==> config.mk <==
export PLATFORM = sky130hd
export DESIGN_NAME = rmca_div
export DESIGN_NICKNAME = d
export VERILOG_FILES = /design/src/hdl/rotation_matrix_to_cardan_angles_core_defines.svh /design/src/hdl/rmca_pkg.sv /design/src/hdl/rmca_div.sv
export SDC_FILE = /design/constraint.sdc
export NUM_CORES = 1
export LEC_CHECK = 0
export BUFFER_PORTS_ARGS = -buffer_cell sky130_fd_sc_hd__buf_2
export CELL_PAD_IN_SITES_DETAIL_PLACEMENT = 1
export CELL_PAD_IN_SITES_GLOBAL_PLACEMENT = 2
export CORE_UTILIZATION = 40
export CTS_BUF_LIST = sky130_fd_sc_hd__clkbuf_8
export DETAILED_ROUTE_END_ITERATION = 10
export MAX_ROUTING_LAYER = met4
export PLACE_DENSITY_LB_ADDON = 0.1
export SETUP_SLACK_MARGIN = 0.5
export SKIP_LAST_GASP = 1
export SYNTH_ARGS = -nofsm -noshare
export SYNTH_HDL_FRONTEND = slang
export SYNTH_SLANG_ARGS = --single-unit
==> constraint.sdc <==
create_clock -name clk_i -period 3.2 [get_ports clk_i]
set_input_delay 0.64 -clock clk_i [delete_from_list [all_inputs] [get_ports clk_i]]
set_output_delay 0.64 -clock clk_i [all_outputs]
set_load 0.1 [all_outputs]
==> src/hdl/rotation_matrix_to_cardan_angles_core_defines.svh <==
// Assertion macros shared by the Cardan angle core RTL.
// Bodies sample on clk_i and are disabled while rst_ni is low.
`ifndef ROTATION_MATRIX_TO_CARDAN_ANGLES_CORE_DEFINES_SVH
`define ROTATION_MATRIX_TO_CARDAN_ANGLES_CORE_DEFINES_SVH
`ifndef SYNTHESIS
`define RMCA_ASSERT(lbl, prop, msg) \
  lbl: assert property (@(posedge clk_i) disable iff (!rst_ni) prop) else $error(msg);
`define RMCA_ASSERT_HOLD(lbl, cond, sig, msg) \
  lbl: assert property (@(posedge clk_i) disable iff (!rst_ni) (cond) |=> $stable(sig)) \
    else $error(msg);
`else
`define RMCA_ASSERT(lbl, prop, msg)
`define RMCA_ASSERT_HOLD(lbl, cond, sig, msg)
`endif
`endif

==> src/hdl/rmca_pkg.sv <==
// Package for the Cardan angle core: widths, constants, the arctangent table
// and the structs passed along the pipeline. Depends on nothing.
`timescale 1ns / 1ps
package rmca_pkg;

  localparam int DATA_WIDTH = 16;
  localparam int FRAC_BITS  = DATA_WIDTH - 1;
  localparam int SQ_W       = 2 * DATA_WIDTH - 1;
  localparam int MAG_W      = DATA_WIDTH;
  localparam int EPS_W      = 15;
  localparam int ANG_W      = 16;
  localparam int STEPS      = 16;
  localparam int XY_W       = 36;
  localparam int Z_W        = 20;
  localparam int SCALE_SH   = 32 - DATA_WIDTH;
  localparam int LAT        = 1 + STEPS + STEPS + 1 + STEPS + STEPS + 1;

  localparam logic [SQ_W-1:0]      ONE_SQ      = SQ_W'(1) << (2 * FRAC_BITS);
  localparam logic [MAG_W-1:0]     ONE         = MAG_W'(1) << FRAC_BITS;
  localparam logic signed [Z_W-1:0] HALF_PI_Q16 = Z_W'(102944);
  localparam logic [ANG_W-2:0]     PI_Q13      = (ANG_W - 1)'(25736);

  typedef struct packed {
    logic             sing;
    logic             neg_a;
    logic             neg_b;
    logic             neg_g;
    logic             neg_ca;
    logic             neg_cg;
    logic [MAG_W-1:0] mag22;
    logic [MAG_W-1:0] mag00;
  } front_t;

  typedef struct packed {
    logic sing;
    logic neg_a;
    logic neg_b;
    logic neg_g;
    logic neg_ca;
    logic neg_cg;
  } flags_t;

  typedef struct packed {
    logic [MAG_W-1:0] cb;
    flags_t           fl;
  } side_t;

  typedef struct packed {
    logic [2:0][MAG_W-1:0] m;
    flags_t                fl;
  } lane_t;

  function automatic logic [MAG_W-1:0] mag_of(logic signed [DATA_WIDTH-1:0] v);
    return v[DATA_WIDTH-1] ? MAG_W'(-v) : MAG_W'(v);
  endfunction

  function automatic logic [16:0] atan_q16(int i);
    logic [16:0] r;
    case (i)
      0:       r = 17'd51472;
      1:       r = 17'd30386;
      2:       r = 17'd16055;
      3:       r = 17'd8150;
      4:       r = 17'd4091;
      5:       r = 17'd2047;
      6:       r = 17'd1024;
      7:       r = 17'd512;
      8:       r = 17'd256;
      9:       r = 17'd128;
      10:      r = 17'd64;
      11:      r = 17'd32;
      12:      r = 17'd16;
      13:      r = 17'd8;
      14:      r = 17'd4;
      15:      r = 17'd2;
      default: r = 17'd0;
    endcase
    return r;
  endfunction

endpackage

==> src/hdl/rmca_div.sv <==
// Pipelined restoring divider giving min(mag * 2^15 / den, 2^15).
// Depends on rmca_pkg.
`timescale 1ns / 1ps
module rmca_div import rmca_pkg::*; (
  input  logic             clk_i,
  input  logic             en_i,
  input  logic [MAG_W-1:0] mag_i,
  input  logic [MAG_W-1:0] den_i,
  output logic [MAG_W-1:0] quo_o
);

  logic [MAG_W-1:0] rem_q  [STEPS];
  logic [MAG_W-1:0] quo_q  [STEPS];
  logic [MAG_W-1:0] den_q  [STEPS];
  logic             sat_q  [STEPS];
  logic             zero_q [STEPS];

  for (genvar i = 0; i < STEPS; i++) begin : g_st
    logic [MAG_W-1:0] rin;
    logic [MAG_W-1:0] qin;
    logic [MAG_W-1:0] din;
    logic             nbit;
    logic             sin;
    logic             zin;
    logic [MAG_W:0]   sh;
    if (i == 0) begin : g_first
      assign rin  = {1'b0, mag_i[MAG_W-1:1]};
      assign qin  = '0;
      assign din  = den_i;
      assign nbit = mag_i[0];
      assign sin  = mag_i > den_i;
      assign zin  = mag_i == '0;
    end else begin : g_next
      assign rin  = rem_q[i-1];
      assign qin  = quo_q[i-1];
      assign din  = den_q[i-1];
      assign nbit = 1'b0;
      assign sin  = sat_q[i-1];
      assign zin  = zero_q[i-1];
    end
    assign sh = {rin, nbit};
    always_ff @(posedge clk_i) begin
      if (en_i) begin
        den_q[i]  <= din;
        sat_q[i]  <= sin;
        zero_q[i] <= zin;
        if (sh >= {1'b0, din}) begin
          rem_q[i] <= MAG_W'(sh - {1'b0, din});
          quo_q[i] <= {qin[MAG_W-2:0], 1'b1};
        end else begin
          rem_q[i] <= MAG_W'(sh);
          quo_q[i] <= {qin[MAG_W-2:0], 1'b0};
        end
      end
    end
  end

  assign quo_o = sat_q[STEPS-1]  ? ONE :
                 zero_q[STEPS-1] ? '0  : quo_q[STEPS-1];

endmodule

==> summary.md <==
| Metric | Value |
|---|---|
| Status | `finished clean` |
| Post-detailed-route count of antenna-violating nets | `0` |
| Worst reg2reg path startpoint | `den_q[0][65]` |
| Synthesis-to-layout area growth | `22.4%` |
| Post-detailed-routing wire length | `91.0 mm` |
| Crit path required time | `3.68 ns` |
| Number of synthesized flops with an enable pin | `~650` |
| Die Ht | `between 200 and 300 um` |
| Dominant combinational cell family by area after synthesis | `compound AO/OA/AOI/OAI gates` |
| Clock H-tree levels | `3` |
| Combinational group share of total power | `47.0%` |
| Per-cell via count in the routed design | `5.26` |
| Net count of the mapped netlist | `about 3200` |
| Pin slew with the least headroom to its limit | `0.941 ns` |
| Most frequent standard cell in the layout excluding fill and tap cells | `sky130_fd_sc_hd__edfxtp_1` |
| Total Nets Final | `3539` |
| Complex-gate fraction of the synthesized area | `12.7%` |
| Post-layout min period | `2.95 ns` |
| Setup repair after global routing missed its margin | `true` |
| Multi-input logic area | `16600 um^2` |
| Cell type contributing the most total cell area after synthesis | `sky130_fd_sc_hd__edfxtp_1` |
| Routed length per instance | `20.3 um` |
| HP Class | `primary input to flip-flop` |
| Die outline area | `around 90000 um^2` |
| Count of filler cells inserted in the layout | `8982` |
| Share of layout cells above drive strength 1 | `a little over a quarter` |
| Total Routing Usage GR | `around a fifth` |
| Share of cell area taken by muxes after synthesis | `6.28%` |
| Share of total power in sequential cells | `~34%` |
| Primary FF master, synth | `sky130_fd_sc_hd__edfxtp_1` |
| Placement row count | `108` |
| Cell count after synthesis | `2875` |
| Commonest non-fill, non-tap cells in the layout | `sky130_fd_sc_hd__edfxtp_1 (646), sky130_fd_sc_hd__inv_1 (329), sky130_fd_sc_hd__buf_4 (220)` |
| Clock Sink Count | `648` |
| Floorplan die width | `~300 um` |
| Fin. Hold Viols | `0` |
| Syn Area/Cell | `roughly 12 um^2` |
| First-pass GRT wire length | `141 mm` |
| Final design utilization | `about half` |
| Inserted Clock Buffers | `117` |
| Initial core utilization | `40.7%` |
| Largest fanout on the critical path | `7` |
| Power per cell area | `894 nW/um^2` |
| Via count of the first global-routing pass | `roughly 25000` |
| Total I/O pin count | `50` |
| Endpoint kind of the worst setup timing path | `flip-flop` |
| Total Power Consumption | `0.0388 W` |
| Buffer depth of the longest clock path | `3` |
| Worst path arrival time | `3.43 ns` |
| Max-capacitance violation count | `0` |
| Critical path type | `flip-flop to flip-flop` |
| Int Pwr | `0.0251 W` |
| Final critical-path share of the clock period | `92.1%` |
| Cell chosen for the clock root | `sky130_fd_sc_hd__clkbuf_8` |
| Number of design rule violations left after detail routing | `0` |
| Clock-pin slew on the worst setup and hold paths | `roughly 0.060 ns` |
| Placed Cells | `4076` |
| Number of distinct library cell variants in the gate-level netlist after synthesis | `89` |
| Fraction of post-synthesis cell area in the top cell type by area | `54.7%` |
| Net load switching power | `0.0138 W` |
| Maximum number of pins on one net before global-route repair | `approximately 160` |
| Worst Min Path Start | `den_i[0]` |
| Final slew viol count | `0` |
| Fraction of power spent switching nets | `between 30% and 40%` |
| Largest cells by area after synthesis | `sky130_fd_sc_hd__edfxtp_1 (55%), sky130_fd_sc_hd__ha_1 (9.0%), sky130_fd_sc_hd__mux2_2 (3.8%)` |
| Final weighted congestion of routability-driven global placement | `0.844` |
| Number of iterations in the first detailed-routing pass | `5` |
| Launch point of the critical path | `den_q[0][65]` |
| Highest clock rate | `339 MHz` |
| Total of buffers placed on input and output ports | `49` |
| Cell area reported after detailed placement | `37500 um^2` |
| Sequential share of the synthesized area | `54.8%` |
| VDD IR max | `0.368 mV` |
| Place WS | `-0.0747 ns` |
| Max_slew headroom | `37.2%` |
| Max Clock Skew | `0.0361 ns` |
| Cell leakage power | `17.4 nW` |
| Area of the mapped netlist | `between 30000 and 40000 um^2` |
| Clock latency of the later-clocked register in the worst-skew pair | `0.76 ns` |
| Basic-gate share of the synthesized area counting and, or, nand and nor cells | `8.19%` |
| Area of all sequential standard cells | `19400 um^2` |
| Post-Synth Adder-Cell Area | `about a tenth` |
| Antenna violations before repair | `1` |
| Setup-violating endpoint count in the final report | `0` |
| Core ar. | `87300 um^2` |
| Detail Placement HPWL | `~62 mm` |
| Post-synthesis share of cell area spent on xor and xnor gates | `3.97%` |
| Number of synthesis warnings | `0` |
| Setup ws final | `0.252 ns` |
| Non-Filler Cell Area, Final | `43400 um^2` |
| DRC marker count from the first detailed-route iteration | `1174` |
| Vias post-DR | `23600` |
| Clock tree from TritonCTS | `built` |
| Part of the power in the clock network | `19.0%` |
| Grt total ovfl | `0` |
| Number of flip-flops and latches in the synthesized netlist | `648` |
| Ys async rst share | `0%` |
| Count of non-filler cells in the finished layout | `4488` |
| Kind of launch point of the worst setup path | `flip-flop` |
cells in the mapped netlist (all sizes together), types with 8 or more instances:
library cell	n
mux2	175
a211oi	24
nand4b	10
buf	23
o211ai	11
o21a	41
clkbuf	43
nand3	41
or3	8
o21bai	12
nor3	25
nor4	8
mux2i	23
a21oi	150
a211o	9
inv	310
a21o	77
o21ai	137
a2111oi	9
nand4	27
fa	15
and3	11
nand2	125
a311oi	11
a2111o	9
xnor2	93
edfxtp	646
o31ai	24
a31oi	45
nand2b	42
ha	255
a41oi	9
xor2	68
o31a	19
a21boi	12
nor2	157
and2	36
nor2b	53
layout make-up:
class | instances | share of cell area (%)
Sequential cell | 648 | 44.8
Multi-Input combinational cell | 1853 | 38.2
Timing Repair Buffer | 305 | 6.01
Clock buffer | 120 | 3.80
Tap cell | 1155 | 3.33
Inverter | 310 | 2.69
Clock inverter | 92 | 1.18
Antenna cell | 5 | 0.0288
state kept, by name, indices dropped and copies added (netlist names):
name and flops:
den_q 240, rem_q 240, quo_q 136, sat_q 16, zero_q 16
worst max-delay path, cell delays in order, from the launching register on:
cell and delay, ns:
sky130_fd_sc_hd__edfxtp_1 0.41, sky130_fd_sc_hd__inv_1 0.09, sky130_fd_sc_hd__ha_1 0.24, sky130_fd_sc_hd__nor2b_4 0.14
sky130_fd_sc_hd__o31a_1 0.30, sky130_fd_sc_hd__o31ai_4 0.27, sky130_fd_sc_hd__a221o_1 0.28, sky130_fd_sc_hd__a31oi_4 0.12
sky130_fd_sc_hd__a211oi_4 0.22, sky130_fd_sc_hd__buf_6 0.16, sky130_fd_sc_hd__buf_12 0.12, sky130_fd_sc_hd__mux2_2 0.34
per-stage QoR:
step	TNS, ns	hold WS (ns)
after floorplan	0	0.400
after global placement	0	0.400
after detailed placement	-0.782	0.405
after CTS	0	0.00438
after global routing	0	0.0465
final	0	0.0858
repair_timing:
action                                  in CTS  in global routing
hold buffers                                 8                  0
gates resized for setup                    242                204
cloned                                       8                  3
buffers inserted                           113                 63
hold endpoints to repair                     8                  0
endpoints found under the setup margin     214                228
pin swaps                                   60                 74
logic make-up (layout without fill, tap and decap cells):
kind of cell             Yosys count  after routing
flip-flops                       648            648
other                              0              5
XOR/XNOR                         161            161
adder cells (fa/ha/maj)          270            270
AO/OA/AOI/OAI                    648            649
multiplexers                     198            198
AND/OR/NAND/NOR                  574            575
buffers and inverters            376            827
power groups by stage:
stage	Sequential (W)	Combinational [W]	Clock [W]
finish	0.0132	0.0182	0.00738
global route	0.0134	0.0199	0.00799
CTS	0.0132	0.0168	0.00771
detailed placement	0.0132	0.0144	0
global placement	0.0132	0.0142	0
floorplan	0.0126	0.0110	0
final timing paths:
kind	cells past startpoint	end	slack, ns
worst max-delay path	11	rem_q[0][85]	0.25
worst min-delay path	1	den_q[0][0]	0.09
worst max register to register	11	rem_q[0][85]	0.25
worst min register to register	0	quo_q[0][65]	0.40
per-layer routing:
| layer | global-route usage (%) | part of all wire, % | vias to the layer above |
|---|---|---|---|
| met3 | 2.58 | 2.7 | 134 |
| met4 | 5.75 | 1.9 | 0 |
| li1 | - | - | 11400 |
| met5 | - | 0 | - |
| met1 | 27.8 | 48 | 11800 |
| met2 | 32.4 | 48 | 281 |
Note: power is estimated with default switching activity, not from simulation.
