<file path="config.mk">
export PLATFORM = sky130hd
export DESIGN_NAME = rmca_cordic
export DESIGN_NICKNAME = d
export VERILOG_FILES = /design/src/hdl/rotation_matrix_to_cardan_angles_core_defines.svh /design/src/hdl/rmca_pkg.sv /design/src/hdl/rmca_cordic.sv
export SDC_FILE = /design/constraint.sdc
export NUM_CORES = 2
export LEC_CHECK = 0
export BUFFER_PORTS_ARGS = -buffer_cell sky130_fd_sc_hd__buf_2
export CAP_MARGIN = 10
export CORE_UTILIZATION = 65
export CTS_CLUSTER_SIZE = 12
export DETAILED_ROUTE_END_ITERATION = 16
export HOLD_SLACK_MARGIN = 0.1
export PLACE_DENSITY = 0.81
export SYNTH_ARGS = -nofsm -noshare
export SYNTH_HDL_FRONTEND = slang
export SYNTH_SLANG_ARGS = --single-unit
</file>
<file path="constraint.sdc">
create_clock -name clk_i -period 8.9 [get_ports clk_i]
set_input_delay 0 -clock clk_i [delete_from_list [all_inputs] [get_ports clk_i]]
set_output_delay 0 -clock clk_i [all_outputs]
set_load 0.01 [all_outputs]
</file>
<file path="src/hdl/rotation_matrix_to_cardan_angles_core_defines.svh">
// Assertion macros shared by the Cardan angle core RTL.
// Bodies sample on clk_i and are disabled while rst_ni is low.
`ifndef ROTATION_MATRIX_TO_CARDAN_ANGLES_CORE_DEFINES_SVH
`define ROTATION_MATRIX_TO_CARDAN_ANGLES_CORE_DEFINES_SVH
`ifndef SYNTHESIS
`define RMCA_ASSERT(lbl, prop, msg) \
  lbl: assert property (@(posedge clk_i) disable iff (!rst_ni) prop) else $error(msg);
`define RMCA_ASSERT_HOLD(lbl, cond, sig, msg) \
  lbl: assert property (@(posedge clk_i) disable iff (!rst_ni) (cond) |=> $stable(sig)) \
    else $error(msg);
`else
`define RMCA_ASSERT(lbl, prop, msg)
`define RMCA_ASSERT_HOLD(lbl, cond, sig, msg)
`endif
`endif

</file>
<file path="src/hdl/rmca_pkg.sv">
// Package for the Cardan angle core: widths, constants, the arctangent table
// and the structs passed along the pipeline. Depends on nothing.
`timescale 1ns / 1ps
package rmca_pkg;

  localparam int DATA_WIDTH = 16;
  localparam int FRAC_BITS  = DATA_WIDTH - 1;
  localparam int SQ_W       = 2 * DATA_WIDTH - 1;
  localparam int MAG_W      = DATA_WIDTH;
  localparam int EPS_W      = 15;
  localparam int ANG_W      = 16;
  localparam int STEPS      = 16;
  localparam int XY_W       = 36;
  localparam int Z_W        = 20;
  localparam int SCALE_SH   = 32 - DATA_WIDTH;
  localparam int LAT        = 1 + STEPS + STEPS + 1 + STEPS + STEPS + 1;

  localparam logic [SQ_W-1:0]      ONE_SQ      = SQ_W'(1) << (2 * FRAC_BITS);
  localparam logic [MAG_W-1:0]     ONE         = MAG_W'(1) << FRAC_BITS;
  localparam logic signed [Z_W-1:0] HALF_PI_Q16 = Z_W'(102944);
  localparam logic [ANG_W-2:0]     PI_Q13      = (ANG_W - 1)'(25736);

  typedef struct packed {
    logic             sing;
    logic             neg_a;
    logic             neg_b;
    logic             neg_g;
    logic             neg_ca;
    logic             neg_cg;
    logic [MAG_W-1:0] mag22;
    logic [MAG_W-1:0] mag00;
  } front_t;

  typedef struct packed {
    logic sing;
    logic neg_a;
    logic neg_b;
    logic neg_g;
    logic neg_ca;
    logic neg_cg;
  } flags_t;

  typedef struct packed {
    logic [MAG_W-1:0] cb;
    flags_t           fl;
  } side_t;

  typedef struct packed {
    logic [2:0][MAG_W-1:0] m;
    flags_t                fl;
  } lane_t;

  function automatic logic [MAG_W-1:0] mag_of(logic signed [DATA_WIDTH-1:0] v);
    return v[DATA_WIDTH-1] ? MAG_W'(-v) : MAG_W'(v);
  endfunction

  function automatic logic [16:0] atan_q16(int i);
    logic [16:0] r;
    case (i)
      0:       r = 17'd51472;
      1:       r = 17'd30386;
      2:       r = 17'd16055;
      3:       r = 17'd8150;
      4:       r = 17'd4091;
      5:       r = 17'd2047;
      6:       r = 17'd1024;
      7:       r = 17'd512;
      8:       r = 17'd256;
      9:       r = 17'd128;
      10:      r = 17'd64;
      11:      r = 17'd32;
      12:      r = 17'd16;
      13:      r = 17'd8;
      14:      r = 17'd4;
      15:      r = 17'd2;
      default: r = 17'd0;
    endcase
    return r;
  endfunction

endpackage

</file>
<file path="src/hdl/rmca_cordic.sv">
// Pipelined CORDIC arccosine from a cosine and sine magnitude, with sign,
// rounding to Q3.13 and singular zeroing. Depends on rmca_pkg.
`timescale 1ns / 1ps
module rmca_cordic import rmca_pkg::*; (
  input  logic                    clk_i,
  input  logic                    en_i,
  input  logic [MAG_W-1:0]        cmag_i,
  input  logic                    cneg_i,
  input  logic [MAG_W-1:0]        smag_i,
  input  logic                    aneg_i,
  input  logic                    sing_i,
  output logic signed [ANG_W-1:0] angle_o,
  output logic                    sing_o
);

  logic signed [XY_W-1:0] x_q [STEPS];
  logic signed [XY_W-1:0] y_q [STEPS];
  logic signed [Z_W-1:0]  z_q [STEPS];
  logic                   an_q [STEPS];
  logic                   sg_q [STEPS];

  logic signed [XY_W-1:0] xm;
  logic signed [XY_W-1:0] xc;
  logic signed [XY_W-1:0] ys;
  logic signed [XY_W-1:0] x0;
  logic signed [XY_W-1:0] y0;
  logic signed [Z_W-1:0]  z0;

  always_comb begin
    xm = $signed({{(XY_W - MAG_W){1'b0}}, cmag_i}) <<< SCALE_SH;
    ys = $signed({{(XY_W - MAG_W){1'b0}}, smag_i}) <<< SCALE_SH;
    xc = cneg_i ? -xm : xm;
    if (xc < 0) begin
      x0 = ys;
      y0 = -xc;
      z0 = HALF_PI_Q16;
    end else begin
      x0 = xc;
      y0 = ys;
      z0 = '0;
    end
  end

  for (genvar i = 0; i < STEPS; i++) begin : g_st
    localparam logic signed [Z_W-1:0] ATAN = Z_W'(atan_q16(i));
    logic signed [XY_W-1:0] xi;
    logic signed [XY_W-1:0] yi;
    logic signed [Z_W-1:0]  zi;
    logic                   ai;
    logic                   si;
    if (i == 0) begin : g_first
      assign xi = x0;
      assign yi = y0;
      assign zi = z0;
      assign ai = aneg_i;
      assign si = sing_i;
    end else begin : g_next
      assign xi = x_q[i-1];
      assign yi = y_q[i-1];
      assign zi = z_q[i-1];
      assign ai = an_q[i-1];
      assign si = sg_q[i-1];
    end
    always_ff @(posedge clk_i) begin
      if (en_i) begin
        an_q[i] <= ai;
        sg_q[i] <= si;
        if (yi > 0) begin
          x_q[i] <= xi + (yi >>> i);
          y_q[i] <= yi - (xi >>> i);
          z_q[i] <= zi + ATAN;
        end else begin
          x_q[i] <= xi - (yi >>> i);
          y_q[i] <= yi + (xi >>> i);
          z_q[i] <= zi - ATAN;
        end
      end
    end
  end

  logic signed [Z_W-1:0] zc;
  logic [Z_W-1:0]        rnd;
  logic [ANG_W-2:0]      rc;

  always_comb begin
    zc  = (z_q[STEPS-1] < 0) ? '0 : z_q[STEPS-1];
    rnd = (Z_W'(zc) + Z_W'(4)) >> 3;
    rc  = (rnd > Z_W'(PI_Q13)) ? PI_Q13 : rnd[ANG_W-2:0];
  end

  always_ff @(posedge clk_i) begin
    if (en_i) begin
      sing_o <= sg_q[STEPS-1];
      if (sg_q[STEPS-1]) begin
        angle_o <= '0;
      end else if (an_q[STEPS-1]) begin
        angle_o <= -$signed({1'b0, rc});
      end else begin
        angle_o <= $signed({1'b0, rc});
      end
    end
  end

endmodule

</file>
==> load_flow_metrics.sql <==
INSERT INTO impl_metrics (metric_group, metric, value, unit) VALUES
('logic_synthesis', 'yosys.area.top_type', 'sky130_fd_sc_hd__edfxtp_1', ''),
('logic_synthesis', 'postSynthRegisterBits', '1236', ''),
('logic_synthesis', 'post_synth_mux_area_share', '0.00889', ''),
('run_status', 'run_status', 'completed', ''),
('clocking', 'cts.reportedPaths.clkPinSlew', '0.06', 'ns'),
('cells_and_area', 'num-nets-final', '12200', ''),
('clocking', 'numCtsBuffers', '144', ''),
('logic_synthesis', 'synth_simple_gate_area_share', '0.138', ''),
('min_path', 'hold_crit_class', 'primary input to register', ''),
('clocking', 'tritoncts_clock_tree', 'yes', ''),
('timing', 'totalNegativeSetupSlack', '0', 'ns'),
('routing', 'top_layer', 'met5', ''),
('cells_and_area', 'area_growth_syn_to_layout', '7.15', '%'),
('setup_path', 'timing_worst_setup_path_type', 'register to register', ''),
('floorplan', 'core_rows', '146', ''),
('setup_path', 'r2r.worst_path.cells', '23', ''),
('routing', 'drt-met1-wl', '112', 'mm'),
('floorplan', 'area_of_the_die', '162000', 'um^2'),
('logic_synthesis', 'cells_after_synthesis', '11000', ''),
('min_path', 'timing.hold.worst_endpoint', 'y_q[0][30]', ''),
('floorplan', 'boundary_pin_count', '54', ''),
('setup_path', 'data_arrival_time_at_the_worst_slack_endpoint', '8.49', 'ns'),
('logic_synthesis', 'yosysMostFrequentCell', 'sky130_fd_sc_hd__edfxtp_1', ''),
('logic_synthesis', 'syn_area', '104000', 'um^2'),
('global_routing', 'grt_use_total', '0.335', ''),
('logic_synthesis', 'synth_commonest_cells', 'sky130_fd_sc_hd__edfxtp_1, sky130_fd_sc_hd__ha_1, sky130_fd_sc_hd__xnor2_1', ''),
('routing', 'vias_per_cell', '6.43', ''),
('setup_path', 'worst_ep_required_time', '9.47', 'ns'),
('setup_path', 'cp_max_fo', '52', ''),
('clocking', 'cts-htree-levels', '4', ''),
('floorplan', 'die_height', '403', 'um'),
('timing', 'period_needed', '7.93', 'ns'),
('timing', 'tightestPinTransition', '1.13', 'ns'),
('timing', 'share_of_the_cycle_needed_by_the_critical_path_after_routing', '0.891', ''),
('floorplan', 'start_util', '0.657', ''),
('floorplan', 'floorplan.die.width', '403', 'um'),
('logic_synthesis', 'main_combinational_cell_family_by_area_after_synthesis', 'compound AO/OA/AOI/OAI gates', ''),
('clocking', 'ctsLongestPathBuffers', '3', ''),
('logic_synthesis', 'synth-edff-count', '1236', ''),
('routing', 'antenna_left', '0', ''),
('timing', 'setup_viol', '0', ''),
('logic_synthesis', 'post_synth_main_area_contributors', 'sky130_fd_sc_hd__edfxtp_1, sky130_fd_sc_hd__ha_1, sky130_fd_sc_hd__xnor2_1, sky130_fd_sc_hd__a21oi_1, sky130_fd_sc_hd__xor2_1', ''),
('floorplan', 'core', '159000', 'um^2'),
('setup_path', 'critical_path.cell_chain', 'inv_1 -> ha_1 -> nor3b_1 -> nand3_1 -> or4_1 -> or4_1 -> or3_1 -> nor4_2 -> o21ai_4 -> buf_4 -> mux2i_1 -> ha_1 -> nor2b_1 -> o21ai_0 -> a21oi_1 -> a221o_1 -> a2111oi_0 -> o21a_1 -> o221a_2 -> a21oi_1 -> a211o_1 -> o31a_1 -> xnor2_1', ''),
('global_routing', 'grt.overflow.total', '0', ''),
('clocking', 'tritoncts_num_sinks', '1236', ''),
('setup_path', 'critical_path.endpoint_type', 'register', ''),
('global_routing', 'grt_pass1_vias', '81400', ''),
('routing', 'routed_wirelength', '279', 'mm'),
('timing', 'maxSlewViolCount', '0', ''),
('setup_path', 'startpoint', 'y_q[0][186]', ''),
('logic_synthesis', 'synth-xor-area-share', '0.136', ''),
('cells_and_area', 'layout-drive-gt1-share', '0.0406', ''),
('global_routing', 'grt_start_max_net_pins', '181', ''),
('routing', 'first_pass_iters', '7', ''),
('setup_path', 'regToRegStartpoint', 'y_q[0][186]', ''),
('timing', 'rsz0062_at_grt', 'no', ''),
('logic_synthesis', 'yosys_warnings', '0', ''),
('clocking', 'cts-root-buf', 'sky130_fd_sc_hd__clkbuf_16', ''),
('min_path', 'hold_start', 'smag_i[14]', ''),
('min_path', 'min_path_cells', '4', ''),
('clocking', 'clk-insertion-delay-late', '0.81', 'ns'),
('setup_path', 'r2r_end', 'x_q[0][251]', ''),
('setup_path', 'worst_path_largest_cell_delay', '0.92', 'ns'),
('setup_path', 'cp_slowest_cell', 'sky130_fd_sc_hd__a2111oi_0', ''),
('timing', 'hold_viol', '0', ''),
('cells_and_area', 'antenna_cells_inserted', '0', ''),
('routing', 'wl_met2', '133', 'mm'),
('logic_synthesis', 'synth.yosys.seq_area_share', '0.356', ''),
('place', 'post-dp-hpwl', '219', 'mm'),
('routing', 'route.vias.total', '84900', '');
-- layout by cell type, fill, tap and decap left out, types with 103 or more instances in the layout --
cell	instances
sky130_fd_sc_hd__edfxtp_1	1236
sky130_fd_sc_hd__ha_1	1115
sky130_fd_sc_hd__xnor2_1	1071
sky130_fd_sc_hd__a21oi_1	969
sky130_fd_sc_hd__nor2_1	792
sky130_fd_sc_hd__nand2_1	675
sky130_fd_sc_hd__o21ai_0	648
sky130_fd_sc_hd__xor2_1	549
sky130_fd_sc_hd__inv_1	481
sky130_fd_sc_hd__a21o_1	422
sky130_fd_sc_hd__nor3_1	309
sky130_fd_sc_hd__nand3_1	214
sky130_fd_sc_hd__o31ai_1	194
sky130_fd_sc_hd__nand2b_1	175
sky130_fd_sc_hd__o21bai_1	167
sky130_fd_sc_hd__o21a_1	152
sky130_fd_sc_hd__clkbuf_16	145
sky130_fd_sc_hd__or3_1	135
sky130_fd_sc_hd__nor4_1	111
sky130_fd_sc_hd__nor2b_1	103
-- worst max-delay path: cells and delay by family (launching register included) --
family	cells	cell delay (ns)
adder cells (fa/ha/maj)	2	0.48
AO/OA/AOI/OAI	10	2.98
flip-flops	1	0.49
AND/OR/NAND/NOR	7	2.80
XOR/XNOR	1	0.12
buffers and inverters	2	0.46
multiplexers	1	0.32
-- final cells by class --
type | count | area (um^2)
clock buffers | 174 | 3740
clock inverters | 85 | 988
fillers | 12000 | 47100
inverters | 493 | 1850
multi-input cells | 9013 | 64700
flip-flops and latches | 1236 | 37100
well taps | 2072 | 2590
repair buffers | 125 | 893
-- sequential cells by signal (all words and copies together) (netlist names) --
register,cells
y_q,474
x_q,428
z_q,285
an_q,16
angle_o,16
sg_q,16
sing_o,1
-- routing by layer --
layer	GRT usage	vias to the layer above
li1	-	40800
met1	0.412	40400
met2	0.571	2976
met3	0.0510	720
met4	0.174	6
met5	0	-
-- how the worst max path moves through the flow --
| stage | slack [ns] | end | depth (start not counted) |
|---|---|---|---|
| floorplan | 2.21 | x_q[0][251] | 26 |
| global placement | 1.15 | x_q[0][251] | 23 |
| detailed placement | 1.15 | x_q[0][251] | 23 |
| CTS | 1.14 | x_q[0][251] | 23 |
| global route | 0.53 | x_q[0][251] | 23 |
| finish | 0.97 | x_q[0][251] | 23 |
-- through the flow --
step	worst slack, ns	instances	hold slack (ns)	util	cell area [um^2]
2_1_floorplan	2.21	11000	0.0989	-	104000
3_3_place_gp	1.15	12900	0.303	0.673	107000
3_5_place_dp	1.15	12900	0.305	0.673	107000
4_1_cts	1.14	13200	0.113	0.704	112000
5_1_grt	0.529	13200	0.170	0.704	112000
6_report	0.974	13200	0.144	0.704	112000
-- kinds of logic after synthesis --
logic type,count (synthesis)
and+or+nand+nor,2939
AOI/OAI and AO/OA,3207
other,2
xor gates and xnor gates,1622
adders and majority gates,1151
buffers and inverters,708
muxes,90
DFF,1236
-- timing repair --
item | in CTS | in global routing
hold endpoints to repair | 294 | 0
endpoints found under the setup margin | 0 | 0
hold buffers | 19 | 0
setup buffers | 0 | 0
gates resized for setup | 0 | 0
Power is not shown: default switching activity piles up to over one toggle a cycle in this logic, so the estimate is an artifact.
