===== src/hdl/rotation_matrix_to_cardan_angles_core_defines.svh =====
// Assertion macros shared by the Cardan angle core RTL.
// Bodies sample on clk_i and are disabled while rst_ni is low.
`ifndef ROTATION_MATRIX_TO_CARDAN_ANGLES_CORE_DEFINES_SVH
`define ROTATION_MATRIX_TO_CARDAN_ANGLES_CORE_DEFINES_SVH
`ifndef SYNTHESIS
`define RMCA_ASSERT(lbl, prop, msg) \
  lbl: assert property (@(posedge clk_i) disable iff (!rst_ni) prop) else $error(msg);
`define RMCA_ASSERT_HOLD(lbl, cond, sig, msg) \
  lbl: assert property (@(posedge clk_i) disable iff (!rst_ni) (cond) |=> $stable(sig)) \
    else $error(msg);
`else
`define RMCA_ASSERT(lbl, prop, msg)
`define RMCA_ASSERT_HOLD(lbl, cond, sig, msg)
`endif
`endif


===== src/hdl/rmca_pkg.sv =====
// Package for the Cardan angle core: widths, constants, the arctangent table
// and the structs passed along the pipeline. Depends on nothing.
`timescale 1ns / 1ps
package rmca_pkg;

  localparam int DATA_WIDTH = 16;
  localparam int FRAC_BITS  = DATA_WIDTH - 1;
  localparam int SQ_W       = 2 * DATA_WIDTH - 1;
  localparam int MAG_W      = DATA_WIDTH;
  localparam int EPS_W      = 15;
  localparam int ANG_W      = 16;
  localparam int STEPS      = 16;
  localparam int XY_W       = 36;
  localparam int Z_W        = 20;
  localparam int SCALE_SH   = 32 - DATA_WIDTH;
  localparam int LAT        = 1 + STEPS + STEPS + 1 + STEPS + STEPS + 1;

  localparam logic [SQ_W-1:0]      ONE_SQ      = SQ_W'(1) << (2 * FRAC_BITS);
  localparam logic [MAG_W-1:0]     ONE         = MAG_W'(1) << FRAC_BITS;
  localparam logic signed [Z_W-1:0] HALF_PI_Q16 = Z_W'(102944);
  localparam logic [ANG_W-2:0]     PI_Q13      = (ANG_W - 1)'(25736);

  typedef struct packed {
    logic             sing;
    logic             neg_a;
    logic             neg_b;
    logic             neg_g;
    logic             neg_ca;
    logic             neg_cg;
    logic [MAG_W-1:0] mag22;
    logic [MAG_W-1:0] mag00;
  } front_t;

  typedef struct packed {
    logic sing;
    logic neg_a;
    logic neg_b;
    logic neg_g;
    logic neg_ca;
    logic neg_cg;
  } flags_t;

  typedef struct packed {
    logic [MAG_W-1:0] cb;
    flags_t           fl;
  } side_t;

  typedef struct packed {
    logic [2:0][MAG_W-1:0] m;
    flags_t                fl;
  } lane_t;

  function automatic logic [MAG_W-1:0] mag_of(logic signed [DATA_WIDTH-1:0] v);
    return v[DATA_WIDTH-1] ? MAG_W'(-v) : MAG_W'(v);
  endfunction

  function automatic logic [16:0] atan_q16(int i);
    logic [16:0] r;
    case (i)
      0:       r = 17'd51472;
      1:       r = 17'd30386;
      2:       r = 17'd16055;
      3:       r = 17'd8150;
      4:       r = 17'd4091;
      5:       r = 17'd2047;
      6:       r = 17'd1024;
      7:       r = 17'd512;
      8:       r = 17'd256;
      9:       r = 17'd128;
      10:      r = 17'd64;
      11:      r = 17'd32;
      12:      r = 17'd16;
      13:      r = 17'd8;
      14:      r = 17'd4;
      15:      r = 17'd2;
      default: r = 17'd0;
    endcase
    return r;
  endfunction

endpackage


===== src/hdl/rmca_isqrt.sv =====
// Pipelined integer square root, one result bit per stage.
// Depends on rmca_pkg.
`timescale 1ns / 1ps
module rmca_isqrt import rmca_pkg::*; (
  input  logic             clk_i,
  input  logic             en_i,
  input  logic [SQ_W-1:0]  val_i,
  output logic [MAG_W-1:0] root_o
);

  localparam int RW = SQ_W + 1;

  logic [RW-1:0] rem_q [STEPS];
  logic [RW-1:0] res_q [STEPS];

  for (genvar i = 0; i < STEPS; i++) begin : g_st
    localparam logic [RW-1:0] BITV = RW'(1) << (SQ_W - 1 - 2 * i);
    logic [RW-1:0] rin;
    logic [RW-1:0] sin;
    logic [RW-1:0] t;
    if (i == 0) begin : g_first
      assign rin = RW'(val_i);
      assign sin = '0;
    end else begin : g_next
      assign rin = rem_q[i-1];
      assign sin = res_q[i-1];
    end
    assign t = sin + BITV;
    always_ff @(posedge clk_i) begin
      if (en_i) begin
        if (rin >= t) begin
          rem_q[i] <= rin - t;
          res_q[i] <= (sin >> 1) + BITV;
        end else begin
          rem_q[i] <= rin;
          res_q[i] <= sin >> 1;
        end
      end
    end
  end

  assign root_o = res_q[STEPS-1][MAG_W-1:0];

endmodule


===== config.mk =====
export PLATFORM = sky130hd
export DESIGN_NAME = rmca_isqrt
export DESIGN_NICKNAME = d
export VERILOG_FILES = /design/src/hdl/rotation_matrix_to_cardan_angles_core_defines.svh /design/src/hdl/rmca_pkg.sv /design/src/hdl/rmca_isqrt.sv
export SDC_FILE = /design/constraint.sdc
export NUM_CORES = 1
export LEC_CHECK = 0
export BUFFER_PORTS_ARGS = -buffer_cell sky130_fd_sc_hd__clkbuf_2
export CAP_MARGIN = 30
export CORE_MARGIN = 10
export CORE_UTILIZATION = 65
export CTS_CLUSTER_DIAMETER = 50
export CTS_CLUSTER_SIZE = 40
export DETAILED_ROUTE_END_ITERATION = 6
export PLACE_DENSITY = 0.92
export SYNTH_ARGS = -nofsm -noshare
export SYNTH_HDL_FRONTEND = slang
export SYNTH_SLANG_ARGS = --single-unit
export TNS_END_PERCENT = 30

===== constraint.sdc =====
create_clock -name clk_i -period 5.65 [get_ports clk_i]
set_input_delay 0.565 -clock clk_i [delete_from_list [all_inputs] [get_ports clk_i]]
set_output_delay 0.565 -clock clk_i [all_outputs]
set_load 0.03 [all_outputs]

==> flow_summary_export.csv, run 1 <==
group,metric,value,unit
layout,fin_nets,2528,
clock_tree,cts-resized-gates,0,
logic_synthesis,synth_mux_area_frac,0.00618,
logic_synthesis,ys.flop_type,"edfxtp_1",
sta,fin_tns_setup,0,ps
worst_setup_path,r2r_end,"rem_q[1][138]",
drt,drt-total-wl,65.7,mm
clock_tree,clk_pin_slew,100,ps
drt,wl_per_cell,22.1,um
run_status,status,"complete, but fails checks",
drt,remaining_drc_errors,3,
worst_setup_path,r2r-start,"res_q[1][106]",
worst_setup_path,critPathKind,"flip-flop to flip-flop",
logic_synthesis,ys_seq_elements,616,
floorplan,num_rows,77,
layout,seqCellArea,18500,um2
clock_tree,cts_tree,"yes",
sta,fin_ws,1690,ps
logic_synthesis,async_reset_ff_frac,0,
logic_synthesis,syn_inst,2286,
logic_synthesis,ys_seq_area_frac,0.634,
layout,multi_input_area,9700,um2
sta,finClkSkew,56.5,ps
worst_hold_path,holdPathEnd,"rem_q[0][0]",
logic_synthesis,yosysTopAreaCellShare,0.634,
clock_tree,cts_root_buf,"clkbuf_16",
global_route,grt_pass1_wl,102,mm
clock_tree,cts_hold_buf,0,
worst_setup_path,cp.arrival,4260,ps
logic_synthesis,yosysTopAreaCell,"edfxtp_1",
logic_synthesis,synth_top_family_by_area,"simple AND/OR/NAND/NOR gates",
placement,dp_hpwl,45.0,mm
placement,io_buffers,48,
layout,drive_gt1_frac,0.0747,
logic_synthesis,syn_avg_cell_area,12.8,um2
worst_hold_path,whs_path_depth,1,
clock_tree,cts_sinks,616,
logic_synthesis,synthesis.area,29200,um2
sta,period_minus_slack,3960,ps
floorplan,start_util,0.658,
worst_setup_path,path_max_fanout,21,
sta,period_share,0.701,
logic_synthesis,post_synth_num_cell_types,79,
worst_setup_path,worstPathRequired,5950,ps
worst_setup_path,max_stage_delay,650,ps
worst_setup_path,reg2reg_depth,11,
floorplan,io_pins,49,
global_route,grt_start_max_net_pins,181,
drt,drt_iter0_drc,2220,
global_route,overflow,0,
clock_tree,clock_latency,630,ps
logic_synthesis,synth_fp_nets,2467,
worst_hold_path,hold_start,"val_i[0]",
clock_tree,numCtsBuffers,43,
sta,fmax,0.253,GHz
floorplan,die_x,232,um
logic_synthesis,synth-adder-area-share,0.0635,
placement,place_ws,1770,ps
job,cap_violations,0,
logic_synthesis,synthTopCellsByCount,"edfxtp_1 (616), inv_1 (190), nand2_1 (171)",
drt,vias_per_cell,6.40,
floorplan,dieHeight,232,um
worst_setup_path,end_kind,"flip-flop",
sta,rsz0062_at_grt,"false",
logic_synthesis,synth_xor_area_frac,0.0580,
logic_synthesis,synth.most_common_cell,"edfxtp_1",
logic_synthesis,synth_compound_area_frac,0.0839,
power_and_ir_drop,p_leak,11.8,nW
global_route,grt.total_usage,0.239,
sta,hold_violations,0,
layout,area_growth,8.73,%
logic_synthesis,synth_top_cells_by_area,"edfxtp_1 (63%), ha_1 (6.4%), xnor2_1 (3.0%), xor2_1 (2.8%), inv_1 (2.4%)",
worst_setup_path,crit_chain,"inv_1 -> ha_1 -> nand4_1 -> a211oi_1 -> o41ai_1 -> a21oi_1 -> o21ai_0 -> and2b_1 -> inv_1 -> nor2_1 -> a21oi_1",
sta,tightest_slew,1020,ps
drt,num_vias,19020,
sta,setup_viol,0,
worst_setup_path,cpMaxStageDelayCell,"o41ai_1",
layout,diodes,0,
logic_synthesis,synth-edff-count,616,
power_and_ir_drop,powerDensity,357,nW/um2
floorplan,coreArea,44300,um2
sta,slew_violations,0,
clock_tree,cts_max_level,2,
drt,drtPass1Iterations,7,
placement,gp_congestion,0.965,
logic_synthesis,synthSimpleGateAreaFrac,0.121,
sta,maxSlewHeadroom,0.317,
clock_tree,postCtsSetupBuffers,0,
drt,ant_nets,0,
power_and_ir_drop,vdd_drop_max,0.000346,V
layout,finalNonFillerCells,2974,
worst_setup_path,rrSetupSlack,1690,ps
global_route,grt_antenna_before_repair,1,
run_status,violations,"design-rule violations",
logic_synthesis,yosys_warnings,0,
layout,fillers,2690,
worst_setup_path,critPathLaunchType,"flip-flop",
worst_hold_path,hp-class,"input pin to flip-flop",
global_route,first_global_vias,18772,
placement,place_inst,2891,
floorplan,die_area,53700,um2
clock_tree,cts_buffer_depth,3,
==> power by group <==
part	internal [mW]	switching, mW	total (mW)
clock	1.61	1.79	3.41
combinational	0.753	1.08	1.84
sequential	5.68	0.407	6.08
total	8.04	3.28	11.3
==> logic make-up (layout without fill, tap and decap cells) <==
logic type	Yosys count	after routing
simple gates	683	683
flops	616	616
xor+xnor	193	193
fa+ha+maj	148	148
buf+inv	242	338
mux	16	16
compound gates	388	388
==> routing by layer <==
metal	wire length, um	global-route usage
met2	34700	0.435
met3	4720	0.0362
met1	22800	0.265
met4	3500	0.128
met5	7	0
==> layout make-up <==
class	instances	share of cell area
timing repair buffer	66	0.0148
clock inverter	33	0.0144
sequential	616	0.584
inverter	192	0.0227
tap	592	0.0234
clock buffer	47	0.0351
multi-input combinational	1428	0.306
==> worst max-delay path: cells and delay by family, from the launching register on <==
| kind | cells | cell delay, ps |
|---|---|---|
| compound gates | 5 | 1300 |
| simple gates | 3 | 1020 |
| buf+inv | 2 | 600 |
| flops | 1 | 430 |
| fa+ha+maj | 1 | 280 |
==> how the worst max path moves through the flow <==
stage / to / slack (ps) / startpoint
2_1_floorplan: rem_q[1][108] / 2740 / rem_q[1][74]
3_3_place_gp: rem_q[0][221] / 1820 / en_i
3_5_place_dp: rem_q[1][205] / 1770 / en_i
4_1_cts: rem_q[1][138] / 1780 / res_q[1][106]
5_1_grt: rem_q[1][138] / 1480 / res_q[1][105]
6_report: rem_q[1][138] / 1690 / res_q[1][106]
==> layout by cell type (no fill, tap or decap), types with 20 or more instances in the layout <==
cell and instances:
edfxtp_1 616, inv_1 190, nand2_1 171, ha_1 148, nor2_1 136, o21ai_0 117, xnor2_1 100, a21oi_1 95
xor2_1 93, nor3_1 76, nor4_1 67, clkbuf_2 47, clkbuf_16 44, nand2b_1 42, o21a_1 41, nand4_1 39
nand3_1 39, a21o_1 26, nor2b_1 20
==> state kept, by name, indices dropped and copies added, names as in the netlist <==
name and count:
res_q 136, rem_q 480
==> per-stage QoR <==
stage | power (mW) | hold slack [ps] | area, um2 | utilization
floorplan | 7.38 | 417 | 29200 | -
global placement | 7.79 | 429 | 30000 | 0.677
detailed placement | 7.92 | 425 | 30100 | 0.678
CTS | 11.3 | 92.7 | 31600 | 0.714
global route | 11.7 | 91.0 | 31700 | 0.715
finish | 11.3 | 111 | 31700 | 0.715
Note: power is estimated with default switching activity, not from simulation.
==> run 2: changes to the inputs <==
Settings changed: CORE_UTILIZATION 65 to 57, PLACE_DENSITY 0.92 to 0.86.
Clock period 5.65 ns to 3.3 ns, I/O delays scaled along.
==> run 2 against run 1 <==
The flow now finishes without violations. Flip-flop and latch count did not move. Setup slack got worse by 1600 ps. First-iteration DRC count decreased by 8.9%. Non-clock buffer count up 63. Sequential power increased by 71%. Via count decreased by 0.58%. Register-to-register slack got worse by 1600 ps. Critical path depth is 1 lower. Count of clock-buffer cells in the layout unchanged. Clock power is 86% higher. Total power is 76% higher. Combinational power increased by 77%.
==> flow_summary_export.csv, run 2 (same netlist as run 1, synthesis figures left out) <==
group,metric,value,unit
run_status,status,"completed",
clock_tree,cts_root_buf,"clkbuf_16",
sta,rsz0062_at_grt,"false",
clock_tree,clock_latency,660,ps
clock_tree,cts_max_level,2,
sta,period_share,0.985,
sta,tightest_slew,1000,ps
sta,setup_viol,0,
worst_setup_path,critPathKind,"flip-flop to flip-flop",
worst_setup_path,r2r_end,"rem_q[1][94]",
power_and_ir_drop,powerDensity,613,nW/um2
placement,io_buffers,48,
worst_setup_path,critPathLaunchType,"flip-flop",
drt,num_vias,18909,
worst_setup_path,cp-startpoint,"res_q[1][45]",
floorplan,num_rows,82,
worst_hold_path,hp-class,"input pin to flip-flop",
global_route,overflow,0,
job,cap_violations,0,
global_route,grt_start_max_net_pins,153,
floorplan,start_util,0.579,
layout,layout.cells.most_common,"edfxtp_1",
layout,largest_register,"rem_q",
clock_tree,cts_tree,"yes",
layout,diodes,0,
layout,most-common-layout-cells,"edfxtp_1 (616), inv_1 (190), nand2_1 (171), ha_1 (148), nor2_1 (136)",
layout,fillers,3441,
clock_tree,cts_sinks,616,
layout,area_growth,11.6,%
worst_setup_path,path_max_fanout,4,
power_and_ir_drop,p_leak,12.2,nW
layout,fin_util,0.646,
sta,finClkSkew,56.9,ps
worst_setup_path,cp.arrival,3610,ps
floorplan,coreArea,50400,um2
drt,vias_per_cell,6.05,
sta,fin_tns_setup,0,ps
drt,remaining_drc_errors,0,
worst_setup_path,worstSetupEndpoint,"rem_q[1][94]",
drt,drtPass1Iterations,6,
global_route,grt_pass1_wl,103,mm
layout,drive_gt1_frac,0.0913,
sta,fmax,0.308,GHz
drt,ant_nets,0,
floorplan,die_area,60600,um2
worst_setup_path,r2r-start,"res_q[1][45]",
layout,reg_top3,"rem_q x480, res_q x136",
clock_tree,clk_pin_slew,90,ps
power_and_ir_drop,vdd_drop_max,0.000621,V
clock_tree,numCtsBuffers,47,
worst_setup_path,max_stage_delay,540,ps
worst_setup_path,cpMaxStageDelayCell,"or4_1",
global_route,grt_antenna_before_repair,0,
drt,drt-total-wl,65.7,mm
worst_setup_path,end_kind,"flip-flop",
floorplan,io_pins,49,
global_route,grt.total_usage,0.216,
drt,wl_per_cell,21.0,um
floorplan,dieHeight,246,um
global_route,first_global_vias,19307,
sta,hold_violations,0,
worst_setup_path,crit_chain,"inv_1 -> ha_1 -> o21ai_0 -> a21oi_1 -> o21ai_0 -> a31oi_1 -> a31oi_1 -> inv_1 -> or4_1 -> xnor2_1",
clock_tree,cts_buffer_depth,3,
placement,dp_hpwl,44.8,mm
layout,fin_nets,2595,
sta,maxSlewHeadroom,0.331,
worst_setup_path,rrSetupSlack,50,ps
sta,slew_violations,0,
sta,period_minus_slack,3250,ps
layout,multi_input_area,9730,um2
worst_setup_path,worstPathRequired,3660,ps
worst_setup_path,reg2reg_depth,10,
layout,seqCellArea,18500,um2
drt,drt_iter0_drc,2022,
placement,gp_congestion,0.936,
floorplan,die_x,246,um
layout,largest_reg_flops,480,
-- run 2: changes by cell type in the layout (fill, tap and decap cells not counted), moves of 5 or more --
cell           delta
buf_4            +32
dlygate4sd3_1    +31
clkinv_8          +6
buf_12            +5
inv_12            +5
-- run 2: how the worst min path moves through the flow --
stage,startpoint,to,slack [ps],cells after the start
after global routing,en_i,rem_q[1][149],300,2
final,en_i,rem_q[1][118],310,2
after floorplan,rem_q[0][164],rem_q[0][196],420,0
after global placement,rem_q[0][34],rem_q[0][66],430,0
after detailed placement,res_q[1][79],res_q[1][110],430,0
after CTS,en_i,rem_q[1][117],290,2
-- run 2: power by group --
group	leakage (nW)	internal, mW	total [mW]	switching (mW)
Sequential	5.90	9.72	10.4	0.642
Clock	0.848	3.06	6.34	3.27
Combinational	5.48	1.36	3.25	1.90
-- run 2: what timing repair did --
action | in CTS | in global routing
hold buffers | 31 | 0
gates resized for setup | 0 | 5
setup endpoints to repair | 0 | 18
buffers inserted | 0 | 2
endpoints found under the hold margin | 33 | 0
-- run 2: stage by stage --
step / setup WS (ps) / cells / power (mW) / hold WS (ps) / instance area [um2]
global placement: 156 / 3004 / 13.4 / 428 / 30400
floorplan: 387 / 2286 / 12.6 / 417 / 29200
finish: 50.8 / 3125 / 20.0 / 309 / 32500
detailed placement: 116 / 3004 / 13.6 / 434 / 30400
global route: 13.8 / 3125 / 20.7 / 301 / 32500
CTS: 82.1 / 3123 / 19.9 / 295 / 32500
-- run 2: final cells by class --
type	count	area share
sequential	616	0.568
clock inverter	41	0.0177
timing repair buffer	129	0.0311
inverter	192	0.0221
tap	672	0.0258
clock buffer	47	0.0361
multi-input combinational	1428	0.299
-- run 2: metal layers --
layer,track usage,vias up,share of wire
met2,0.421,859,0.55
met4,0.119,0,0.058
met3,0.0309,253,0.052
met1,0.213,9075,0.34
met5,0,-,0
li1,-,8722,-
-- run 2: worst max-delay path, delay by kind of cell (launching register included) --
family	cells	cell delay, ps
AOI/OAI and AO/OA	5	1390
DFF	1	440
buffers and inverters	2	220
xor gates and xnor gates	1	140
and+or+nand+nor	1	540
adders and majority gates	1	270
==> run 3: changes to the inputs <==
--- a/config.mk
+++ b/config.mk
@@ -10,3 +10,4 @@
 export CORE_MARGIN = 10
-export CORE_UTILIZATION = 57
+export CORE_UTILIZATION = 59
+export CTS_BUF_LIST = sky130_fd_sc_hd__clkbuf_8
 export CTS_CLUSTER_DIAMETER = 50
@@ -14,3 +15,4 @@
 export DETAILED_ROUTE_END_ITERATION = 6
-export PLACE_DENSITY = 0.86
+export PLACE_DENSITY = 0.88
+export RECOVER_POWER = 50
 export SYNTH_ARGS = -nofsm -noshare
--- a/constraint.sdc
+++ b/constraint.sdc
@@ -3,2 +3,2 @@
 set_output_delay 0.33 -clock clk_i [all_outputs]
-set_load 0.03 [all_outputs]
+set_load 0.05 [all_outputs]
==> run 3 against run 2 <==
The run now ends with max-capacitance violations, max-slew violations left. Combinational power about the same. Via count increased by 0.31%. Clock power decreased by 20%. Non-clock buffer count increased by 3. Flip-flop and latch count unchanged. Design area decreased by 1.6%. Sequential share of layout area increased by 0.90 points. Register-to-register slack improved by 70 ps. Count of clock-buffer cells in the layout increased by 3. Setup slack improved by 69 ps. Sequential power about the same. Critical endpoint is now rem_q[1][223].
==> flow_summary_export.csv, run 3 (same netlist as run 1, synthesis figures left out) <==
group,metric,value,unit
sta,tightest_slew,2030,ps
sta,period_minus_slack,3180,ps
floorplan,coreArea,48800,um2
placement,dp_hpwl,45.1,mm
worst_setup_path,crit_chain,"ha_1 -> a21oi_1 -> o21ai_0 -> o21bai_1 -> a221oi_1 -> buf_4 -> o32ai_1 -> nor4_2 -> buf_4 -> nand3_1 -> xnor2_1",
floorplan,die_area,58700,um2
worst_setup_path,critPathLaunchType,"flip-flop",
worst_setup_path,critPathKind,"flip-flop to flip-flop",
layout,most-common-layout-cells,"edfxtp_1 (616), inv_1 (191), nand2_1 (171), ha_1 (148), nor2_1 (136)",
layout,largest_register,"rem_q",
worst_hold_path,hold_start,"val_i[12]",
drt,wl_per_cell,20.6,um
layout,seqCellArea,18500,um2
placement,io_buffers,48,
worst_setup_path,r2r-start,"rem_q[1][169]",
layout,fin_nets,2600,
layout,multi_input_area,9740,um2
drt,drt_iter0_drc,2050,
sta,hold_violations,0,
global_route,grt_antenna_before_repair,0,
worst_hold_path,whs_path_depth,2,
layout,diodes,0,
global_route,first_global_vias,19335,
run_status,violations,"max-capacitance violations, max-slew violations",
worst_setup_path,r2r_end,"rem_q[1][223]",
sta,fin_ws,120,ps
worst_hold_path,holdPathEnd,"rem_q[0][12]",
clock_tree,cts_max_level,2,
sta,whs,301,ps
run_status,status,"complete, but fails checks",
global_route,grt.total_usage,0.216,
global_route,grt_start_max_net_pins,162,
placement,place_ws,74.7,ps
worst_setup_path,end_kind,"flip-flop",
worst_setup_path,cp_common_cell,"buf_4",
clock_tree,cts_root_buf,"clkbuf_8",
worst_setup_path,cp-startpoint,"rem_q[1][169]",
drt,ant_nets,0,
layout,layout.cells.most_common,"edfxtp_1",
clock_tree,clk_pin_slew,180,ps
floorplan,die_x,242,um
sta,setup_viol,0,
clock_tree,numCtsBuffers,48,
clock_tree,cts_sinks,616,
power_and_ir_drop,vdd_drop_max,0.000611,V
clock_tree,cts_buffer_depth,3,
floorplan,start_util,0.597,
worst_setup_path,max_stage_delay,420,ps
layout,reg_top3,"rem_q x480, res_q x136",
worst_setup_path,worstPathRequired,3710,ps
floorplan,io_pins,49,
layout,design_area,32000,um2
sta,fmax,0.314,GHz
drt,vias_per_cell,6.07,
clock_tree,cts_tree,"yes",
global_route,grt_pass1_wl,102,mm
sta,fin_tns_setup,0,ps
worst_setup_path,rrSetupSlack,120,ps
global_route,overflow,0,
worst_setup_path,cp.arrival,3590,ps
job,cap_violations,2,
power_and_ir_drop,p_leak,12.0,nW
sta,slew_violations,299,
placement,gp_congestion,0.965,
drt,drt-total-wl,64.4,mm
floorplan,num_rows,81,
sta,finClkSkew,100,ps
worst_setup_path,path_max_fanout,5,
power_and_ir_drop,powerDensity,583,nW/um2
layout,largest_reg_flops,480,
layout,fin_util,0.656,
placement,place_area,30400,um2
layout,area_growth,9.91,%
worst_hold_path,hp-class,"input pin to flip-flop",
sta,period_share,0.964,
worst_setup_path,reg2reg_depth,11,
layout,fillers,3309,
drt,drtPass1Iterations,6,
worst_setup_path,cpMaxStageDelayCell,"edfxtp_1",
worst_setup_path,cp.depth,11,
floorplan,dieHeight,242,um
sta,maxSlewHeadroom,-0.351,
worst_setup_path,crit_family,"compound AO/OA/AOI/OAI gates",
layout,drive_gt1_frac,0.0858,
worst_setup_path,critPathBufInv,2,
drt,remaining_drc_errors,0,
drt,num_vias,18968,
clock_tree,clock_latency,750,ps
[run 3: cell count changes in the layout (fill, tap and decap cells not counted), moves of 3 or more]
cell	delta
buf_12	-3
clkbuf_1	+20
clkbuf_16	-47
clkbuf_2	-19
clkbuf_8	+50
clkinv_8	-8
[run 3: where the power goes]
| group | switching, mW | total (mW) | internal (mW) |
|---|---|---|---|
| clock network | 3.05 | 5.08 | 2.03 |
| logic | 1.90 | 3.27 | 1.36 |
| registers | 0.628 | 10.3 | 9.72 |
| total | 5.58 | 18.7 | 13.1 |
[run 3: final cells by class]
type                    instances  share of cell area
flip-flops and latches        616               0.577
multi-input cells            1428               0.304
repair buffers                132              0.0303
well taps                     664              0.0259
inverters                     192              0.0226
clock buffers                  50              0.0215
clock inverters                40              0.0183
repair inverters                1            0.000234
[run 3: worst register-to-register path, cell delays in order (launching register included)]
cell and delay [ps]:
edfxtp_1 420, ha_1 390, a21oi_1 260, o21ai_0 230, o21bai_1 250, a221oi_1 330, buf_4 200, o32ai_1 110
nor4_2 270, buf_4 190, nand3_1 110, xnor2_1 150
[run 3: per-layer routing]
| metal | wire (um) | vias up | track usage |
|---|---|---|---|
| li1 | - | 8734 | - |
| met3 | 3740 | 276 | 0.0306 |
| met1 | 21500 | 9023 | 0.217 |
| met5 | 0 | - | 0 |
| met4 | 4090 | 0 | 0.126 |
| met2 | 35000 | 935 | 0.416 |
[run 3: worst max path at each step]
stage | endpoint | slack, ps
2_1_floorplan | rem_q[1][108] | 390
3_3_place_gp | rem_q[1][139] | 150
3_5_place_dp | rem_q[1][139] | 70
4_1_cts | rem_q[1][139] | 50
5_1_grt | rem_q[1][153] | -3
6_report | rem_q[1][223] | 120
[run 3: stage by stage]
stage | power (mW) | std cells
5_1_grt | 19.5 | 3123
2_1_floorplan | 12.6 | 2286
3_3_place_gp | 13.5 | 2999
6_report | 18.7 | 3123
4_1_cts | 18.6 | 3121
3_5_place_dp | 13.6 | 2999
[run 3: timing repair]
action / CTS / global route
hold buffers: 32 / 0
buffers inserted: 0 / 1
endpoints found under the setup margin: 0 / 37
gates resized for setup: 0 / 12
hold endpoints to repair: 45 / 0
